[config.mk]
export PLATFORM = sky130hd
export DESIGN_NAME = bresenham_line_points_core
export DESIGN_NICKNAME = d
export VERILOG_FILES = /design/src/rtl/bline_pkg.sv /design/src/rtl/bline_front.sv /design/src/rtl/bline_queue.sv /design/src/rtl/bline_walk.sv /design/src/rtl/bresenham_line_points_core.sv
export SDC_FILE = /design/constraint.sdc
export NUM_CORES = 1
export LEC_CHECK = 0
export BUFFER_PORTS_ARGS = -buffer_cell sky130_fd_sc_hd__buf_2
export CORE_ASPECT_RATIO = 1.5
export CORE_MARGIN = 2
export CORE_UTILIZATION = 61
export DETAILED_ROUTE_END_ITERATION = 16
export PLACE_DENSITY_LB_ADDON = 0.1
export SYNTH_ARGS = -nofsm -noshare
export SYNTH_HDL_FRONTEND = slang
export SYNTH_SLANG_ARGS = --single-unit
export TNS_END_PERCENT = 100
[constraint.sdc]
create_clock -name clk -period 10.85 [get_ports clk]
set_input_delay 1.085 -clock clk [delete_from_list [all_inputs] [get_ports clk]]
set_output_delay 1.085 -clock clk [all_outputs]
set_load 0.02 [all_outputs]
[src/rtl/bline_pkg.sv]
// Package with the shared constants of the line point generator.
package bline_pkg;

  // Default coordinate width of the grid (grid is 2^COORD_BITS on a side).
  localparam int COORD_BITS_DEF = 6;

  // Fixed widths of the pass-through fields.
  localparam int ELEM_BITS  = 9;
  localparam int ORDER_BITS = 8;

  // Depth of the setup queue between the front and the walker.
  localparam int QDEPTH = 2;

  // Width of one setup record for a given coordinate width:
  // a1, b1, a2, span_a, span_b (each coordinate wide), steep, down, element, order.
  function automatic int rec_bits(input int cb);
    return 5 * cb + 2 + ELEM_BITS + ORDER_BITS;
  endfunction

endpackage

[src/rtl/bline_front.sv]
// Front stage: takes a line item, classifies it and registers its setup record.
module bline_front #(
  parameter int COORD_BITS = bline_pkg::COORD_BITS_DEF,
  parameter int IN_W       = 48,
  parameter int REC_W      = bline_pkg::rec_bits(bline_pkg::COORD_BITS_DEF)
) (
  input  logic             clk,
  input  logic             rst,
  input  logic             in_valid,
  output logic             in_ready,
  input  logic [IN_W-1:0]  in_data,
  output logic             rec_valid,
  input  logic             rec_ready,
  output logic [REC_W-1:0] rec_data
);
  import bline_pkg::*;

  localparam int C = COORD_BITS;

  logic [C-1:0]          x1, y1, x2, y2;
  logic [ELEM_BITS-1:0]  elem;
  logic [ORDER_BITS-1:0] tag;
  logic [C-1:0]          dx, dy;
  logic                  steep;
  logic [C-1:0]          pa1, pb1, pa2, pb2;
  logic [C-1:0]          a1, b1, a2, b2;
  logic [C-1:0]          span_a, span_b;
  logic                  down;
  logic [REC_W-1:0]      rec_next;

  assign x1   = in_data[C-1:0];
  assign y1   = in_data[2*C-1:C];
  assign x2   = in_data[3*C-1:2*C];
  assign y2   = in_data[4*C-1:3*C];
  assign elem = in_data[4*C+ELEM_BITS-1:4*C];
  assign tag  = in_data[4*C+ELEM_BITS+ORDER_BITS-1:4*C+ELEM_BITS];

  always_comb begin
    dx    = (x2 > x1) ? (x2 - x1) : (x1 - x2);
    dy    = (y2 > y1) ? (y2 - y1) : (y1 - y2);
    steep = (dy > dx);
    if (steep) begin
      pa1 = y1; pb1 = x1; pa2 = y2; pb2 = x2;
    end else begin
      pa1 = x1; pb1 = y1; pa2 = x2; pb2 = y2;
    end
    // Order the endpoints so that the major coordinate rises.
    if (pa1 > pa2) begin
      a1 = pa2; b1 = pb2; a2 = pa1; b2 = pb1;
    end else begin
      a1 = pa1; b1 = pb1; a2 = pa2; b2 = pb2;
    end
    span_a   = a2 - a1;
    span_b   = (b2 > b1) ? (b2 - b1) : (b1 - b2);
    down     = !(b1 < b2);
    rec_next = {tag, elem, down, steep, span_b, span_a, a2, b1, a1};
  end

  assign in_ready = !rec_valid || rec_ready;

  always_ff @(posedge clk) begin
    if (rst) begin
      rec_valid <= 1'b0;
    end else if (in_ready) begin
      rec_valid <= in_valid;
    end
  end

  always_ff @(posedge clk) begin
    if (in_valid && in_ready) begin
      rec_data <= rec_next;
    end
  end

endmodule

[src/rtl/bline_queue.sv]
// Short queue of setup records between the front stage and the walker.
module bline_queue #(
  parameter int REC_W = bline_pkg::rec_bits(bline_pkg::COORD_BITS_DEF)
) (
  input  logic             clk,
  input  logic             rst,
  input  logic             in_valid,
  output logic             in_ready,
  input  logic [REC_W-1:0] in_data,
  output logic             out_valid,
  input  logic             out_ready,
  output logic [REC_W-1:0] out_data
);
  import bline_pkg::*;

  localparam int PW = (QDEPTH > 1) ? $clog2(QDEPTH) : 1;
  localparam int CW = $clog2(QDEPTH + 1);

  logic [REC_W-1:0] mem [QDEPTH];
  logic [PW-1:0]    wr_ptr, rd_ptr;
  logic [CW-1:0]    count;
  logic             push, pop;

  assign in_ready  = (count != CW'(QDEPTH));
  assign out_valid = (count != '0);
  assign out_data  = mem[rd_ptr];
  assign push      = in_valid && in_ready;
  assign pop       = out_valid && out_ready;

  always_ff @(posedge clk) begin
    if (rst) begin
      wr_ptr <= '0;
      rd_ptr <= '0;
      count  <= '0;
    end else begin
      if (push) begin
        wr_ptr <= (wr_ptr == PW'(QDEPTH - 1)) ? '0 : wr_ptr + 1'b1;
      end
      if (pop) begin
        rd_ptr <= (rd_ptr == PW'(QDEPTH - 1)) ? '0 : rd_ptr + 1'b1;
      end
      if (push && !pop) begin
        count <= count + 1'b1;
      end else if (pop && !push) begin
        count <= count - 1'b1;
      end
    end
  end

  always_ff @(posedge clk) begin
    if (push) begin
      mem[wr_ptr] <= in_data;
    end
  end

endmodule

[src/rtl/bline_walk.sv]
// Walker: steps along one line per setup record and emits one point per cycle while the output is not stalled.
module bline_walk #(
  parameter int COORD_BITS = bline_pkg::COORD_BITS_DEF,
  parameter int OUT_W      = 32,
  parameter int REC_W      = bline_pkg::rec_bits(bline_pkg::COORD_BITS_DEF)
) (
  input  logic             clk,
  input  logic             rst,
  input  logic             rec_valid,
  output logic             rec_ready,
  input  logic [REC_W-1:0] rec_data,
  output logic             out_valid,
  input  logic             out_ready,
  output logic [OUT_W-1:0] out_data,
  output logic             out_last
);
  import bline_pkg::*;

  localparam int C  = COORD_BITS;
  localparam int EB = C + 2;   // stored error, signed
  localparam int EW = C + 4;   // error arithmetic, signed

  // Unpacked setup record.
  logic [C-1:0]          r_a1, r_b1, r_a2, r_span_a, r_span_b;
  logic                  r_steep, r_down;
  logic [ELEM_BITS-1:0]  r_elem;
  logic [ORDER_BITS-1:0] r_tag;

  // Walk state.
  logic                  busy;
  logic [C-1:0]          a, b, a_end, span_a, span_b;
  logic signed [EB-1:0]  err;
  logic                  steep, down;
  logic [ELEM_BITS-1:0]  elem;
  logic [ORDER_BITS-1:0] tag;

  logic                  adv, load, at_end, step;
  logic signed [EW-1:0]  err_sum;
  logic [EB-1:0]         err_next;
  logic [C-1:0]          pt_x, pt_y;

  assign {r_tag, r_elem, r_down, r_steep, r_span_b, r_span_a, r_a2, r_b1, r_a1} = rec_data;

  assign rec_ready = !busy;
  assign load      = rec_valid && !busy;
  assign adv       = busy && (!out_valid || out_ready);
  assign at_end    = (a == a_end);

  always_comb begin
    err_sum  = EW'(err) + $signed({{(EW-C){1'b0}}, span_b});
    step     = ((err_sum <<< 1) >= $signed({{(EW-C){1'b0}}, span_a}));
    err_next = step ? EB'(err_sum - $signed({{(EW-C){1'b0}}, span_a})) : EB'(err_sum);
    pt_x     = steep ? b : a;
    pt_y     = steep ? a : b;
  end

  always_ff @(posedge clk) begin
    if (rst) begin
      busy      <= 1'b0;
      out_valid <= 1'b0;
    end else begin
      if (load) begin
        busy <= 1'b1;
      end else if (adv && at_end) begin
        busy <= 1'b0;
      end
      if (adv) begin
        out_valid <= 1'b1;
      end else if (out_ready) begin
        out_valid <= 1'b0;
      end
    end
  end

  always_ff @(posedge clk) begin
    if (load) begin
      a      <= r_a1;
      b      <= r_b1;
      a_end  <= r_a2;
      span_a <= r_span_a;
      span_b <= r_span_b;
      steep  <= r_steep;
      down   <= r_down;
      elem   <= r_elem;
      tag    <= r_tag;
      err    <= '0;
    end else if (adv) begin
      a   <= a + 1'b1;
      err <= err_next;
      if (step) begin
        b <= down ? b - 1'b1 : b + 1'b1;
      end
    end
  end

  always_ff @(posedge clk) begin
    if (adv) begin
      out_data <= OUT_W'({tag, elem, pt_y, pt_x});
      out_last <= at_end;
    end
  end

endmodule

[src/rtl/bresenham_line_points_core.sv]
// A line item passes the front register, the queue and the walker load before its first
// point leaves the walker's output register on the master side.
// The walker gives one point per cycle while the master side does not stall, and between
// lines it spends a load step in which it loads the next setup record from the queue.
// The front stage and a two-entry setup queue take new items while the walker is busy.
// Reset (rst, synchronous, active high) empties the front stage, the queue and the output.
module bresenham_line_points_core #(
  parameter int COORD_BITS = bline_pkg::COORD_BITS_DEF,
  localparam int IN_W  = ((4 * COORD_BITS + bline_pkg::ELEM_BITS + bline_pkg::ORDER_BITS + 7)
                          / 8) * 8,
  localparam int OUT_W = ((2 * COORD_BITS + bline_pkg::ELEM_BITS + bline_pkg::ORDER_BITS + 7)
                          / 8) * 8
) (
  input  logic            clk,
  input  logic            rst,
  // Line items.
  input  logic            s_tvalid,
  output logic            s_tready,
  // Fields from bit 0 up: start_x, start_y, end_x, end_y, element_code, order_tag, zero pad.
  input  logic [IN_W-1:0] s_tdata,
  // Point items.
  output logic            m_tvalid,
  input  logic            m_tready,
  // Fields from bit 0 up: point_x, point_y, point_element, point_order, zero pad.
  output logic [OUT_W-1:0] m_tdata,
  // last_point: high on the final point of a line.
  output logic            m_tlast
);
  import bline_pkg::*;

  localparam int REC_W = rec_bits(COORD_BITS);

  // Front to queue.
  logic             f_valid, f_ready;
  logic [REC_W-1:0] f_data;
  // Queue to walker.
  logic             q_valid, q_ready;
  logic [REC_W-1:0] q_data;

  // The front stage finds the steep case, orders the endpoints so the major
  // coordinate rises, and works out both spans and the minor direction.
  bline_front #(
    .COORD_BITS (COORD_BITS),
    .IN_W       (IN_W),
    .REC_W      (REC_W)
  ) u_front (
    .clk       (clk),
    .rst       (rst),
    .in_valid  (s_tvalid),
    .in_ready  (s_tready),
    .in_data   (s_tdata),
    .rec_valid (f_valid),
    .rec_ready (f_ready),
    .rec_data  (f_data)
  );

  // Setup records wait here so the front can keep taking items during a long walk.
  bline_queue #(
    .REC_W (REC_W)
  ) u_queue (
    .clk       (clk),
    .rst       (rst),
    .in_valid  (f_valid),
    .in_ready  (f_ready),
    .in_data   (f_data),
    .out_valid (q_valid),
    .out_ready (q_ready),
    .out_data  (q_data)
  );

  // The walker runs the error accumulator along the major axis and drives the
  // registered output stage, which holds a point while the master side stalls.
  bline_walk #(
    .COORD_BITS (COORD_BITS),
    .OUT_W      (OUT_W),
    .REC_W      (REC_W)
  ) u_walk (
    .clk       (clk),
    .rst       (rst),
    .rec_valid (q_valid),
    .rec_ready (q_ready),
    .rec_data  (q_data),
    .out_valid (m_tvalid),
    .out_ready (m_tready),
    .out_data  (m_tdata),
    .out_last  (m_tlast)
  );

endmodule
==> impl_metrics.csv <==
group,metric,value,unit
run_status,status,"complete, no violations",
yosys,syn_area_per_cell,13.04,sq um
yosys,synth_ff_type,"edfxtp_1",
place,portBuffers,76,
cells_and_area,layout.cells.most_common,"edfxtp_1",
cells_and_area,syn_to_final_growth,12.63,%
clock_tree,clk_latency,510,ps
global_route,antenna_found_initial,0,
routing,dr.pass1.iters,5,
timing,min_period_over_period,0.9189,
routing,vias,7427,
floorplanning,design.core.area,19710,sq um
clock_tree,cts.clk_slew.worst_paths,60,ps
critical_path,crit_slowest_cell,"a31oi_4",
yosys,ys_warn_count,0,
min_path,min_to,"u_walk.out_data[14]$_DFFE_PP_",
cells_and_area,nets,1154,
critical_path,regToRegEndpoint,"u_walk.b[3]$_DFFE_PP_",
floorplanning,start_util,0.6206,
clock_tree,postCtsSetupBuffers,0,
critical_path,end_kind,"register",
yosys,yosysSeqAreaShare,0.5811,
floorplanning,fp.dieW,119.6,um
yosys,synth_area,12230,sq um
place,placed_cells,1260,
critical_path,critPathMaxStageDelay,540,ps
clock_tree,root_buffer,"clkbuf_16",
global_route,grt_pass1_vias,7618,
timing,worstMarginPinSlew,1120,ps
critical_path,crit_arrival,10230,ps
yosys,synthCells,938,
timing,setup_tns,0,ps
timing,skew,22.73,ps
cells_and_area,num-fill-cells,1417,
routing,via_per_inst,5.704,
timing,rsz0062_at_grt,"false",
clock_tree,hold_buffers,0,
min_path,min_path_cells,0,
routing,drtAntennaViolNets,0,
critical_path,reg2reg_setup_slack,6870,ps
critical_path,path_class,"primary input to register",
timing,min_period,9970,ps
global_route,grt_pass1_wl,37220,um
clock_tree,clock-sinks,242,
min_path,hold_path_startpoint,"u_walk.elem[2]$_DFFE_PP_",
timing,setup_viol,0,
yosys,synth_cell_types,71,
clock_tree,cts_buffers,23,
routing,first_iter_violations,415,
critical_path,timing.critical_path.from_type,"primary input",
clock_tree,h-tree-depth,1,
clock_tree,cts_tree,"built",
run,maxCapViolations,0,
floorplanning,num_rows,63,
cells_and_area,antenna_cells,0,
floorplanning,fp.dieH,177.4,um
timing,slew_viol_final,0,
min_path,hp-class,"register to register",
place,gp_congestion,0.9238,
clock_tree,cts_resized,0,
yosys,ys_seq_elements,242,
critical_path,required,11110,ps
critical_path,reg2reg_depth,11,
cells_and_area,instances_no_fill,1302,
critical_path,crit_top_cell,"a21o_1",
cells_and_area,fin_util,0.6990,
global_route,gr-total-overflow,0,
global_route,grt_usage,0.2229,
place,hpwl,16100,um
clock_tree,clockBufferDepth,3,
timing,max_freq,100.3,MHz
timing,slew-limit-headroom,0.2520,
cells_and_area,drive_gt1_frac,0.2015,
critical_path,r2r-start,"u_walk.span_b[0]$_DFFE_PP_",
yosys,async_reset_ff_frac,0,
floorplanning,die_area,21220,sq um
routing,totalWireLength,23230,um
routing,drc,0,
global_route,grt_max_degree,54,
critical_path,critPathMaxFanout,18,
yosys,synth_edf_count,226,
cells_and_area,final_cell_mix,"edfxtp_1 (226), buf_2 (76), ha_1 (68)",
timing,holdWs,414.8,ps
timing,hold_viol,0,
floorplanning,pin_count,87,
routing,wire_per_inst,17.84,um
[how the worst max path moves through the flow]
| stage | from | endpoint | slack, ps | cells after the start |
|---|---|---|---|---|
| 6_report | s_tdata[12] | u_front.rec_data[29]$_DFFE_PP_ | 880 | 37 |
| 5_1_grt | s_tdata[12] | u_front.rec_data[29]$_DFFE_PP_ | 200 | 38 |
| 4_1_cts | s_tdata[12] | u_front.rec_data[29]$_DFFE_PP_ | 910 | 38 |
| 3_5_place_dp | s_tdata[12] | u_front.rec_data[29]$_DFFE_PP_ | 430 | 38 |
| 3_3_place_gp | s_tdata[12] | u_front.rec_data[29]$_DFFE_PP_ | 510 | 38 |
| 2_1_floorplan | s_tdata[12] | u_front.rec_data[29]$_DFFE_PP_ | 1050 | 41 |
[cells in the mapped netlist (5+ instances only)]
master	count	area [sq um]
edfxtp_1	226	6787
ha_1	68	850.8
mux2_2	65	732.0
inv_1	64	240.2
a21oi_1	63	315.3
nor2_1	58	217.7
mux2i_1	50	500.5
nand2_1	39	146.4
o21ai_0	31	155.2
a21o_1	25	187.7
xnor2_1	25	219.0
clkbuf_1	17	63.81
dfxtp_1	16	320.3
xor2_1	16	140.1
nand3_1	15	75.07
nor2b_1	15	93.84
a211oi_1	13	97.59
fa_1	9	180.2
nand2b_1	9	56.30
o21bai_1	9	67.56
nand4_1	8	50.05
a31oi_1	5	31.28
buf_2	5	25.02
nor3_1	5	25.02
[kinds of logic (layout without fill, tap and decap cells)]
family / Yosys count / in the layout / share of synthesized area
buf+inv: 93 / 195 / 0.02997
simple gates: 187 / 187 / 0.07836
other cells: 1 / 3 / 0.0003066
mux: 115 / 115 / 0.1008
compound gates: 182 / 182 / 0.09586
fa+ha+maj: 77 / 77 / 0.08430
flops: 242 / 242 / 0.5811
xor+xnor: 41 / 41 / 0.02936
[routing by layer]
layer	share of wire	track usage	up-vias
met2	0.52	0.4114	173
met1	0.40	0.2588	3544
li1	-	-	3657
met3	0.029	0.02024	53
met5	0	0	-
met4	0.044	0.1088	0
[worst max-delay path: cells and delay by family]
family	cells	cell delay (ps)
simple gates	7	1790
buf+inv	4	390
fa+ha+maj	5	1630
compound gates	17	4280
xor+xnor	2	330
mux	2	700
[final cells by class]
type / instances / area [sq um] / share of cell area
clock inverter: 15 / 235.2 / 0.01708
timing repair buffer: 88 / 483.0 / 0.03506
sequential: 242 / 7108 / 0.5160
tap: 260 / 325.3 / 0.02361
multi-input combinational: 605 / 4790 / 0.3477
inverter: 65 / 244.0 / 0.01771
clock buffer: 27 / 590.6 / 0.04287
[metrics by stage]
| step | setup slack, ps | area, sq um |
|---|---|---|
| floorplan | 1051 | 12240 |
| global placement | 506.7 | 12950 |
| detailed placement | 430.0 | 12950 |
| CTS | 907.9 | 13780 |
| global route | 197.6 | 13780 |
| finish | 880.4 | 13780 |
[state kept, by name (all words and copies together), names as in the netlist, 2 cells and up, named ones only]
signal            count
u_front.rec_data     49
u_queue.count         2
u_queue.mem          98
u_walk.a              6
u_walk.a_end          6
u_walk.b              6
u_walk.elem           9
u_walk.err            8
u_walk.out_data      29
u_walk.span_a         6
u_walk.span_b         6
u_walk.tag            8
Power is not shown: default switching activity piles up to over one toggle a cycle in this logic, so the estimate is an artifact.
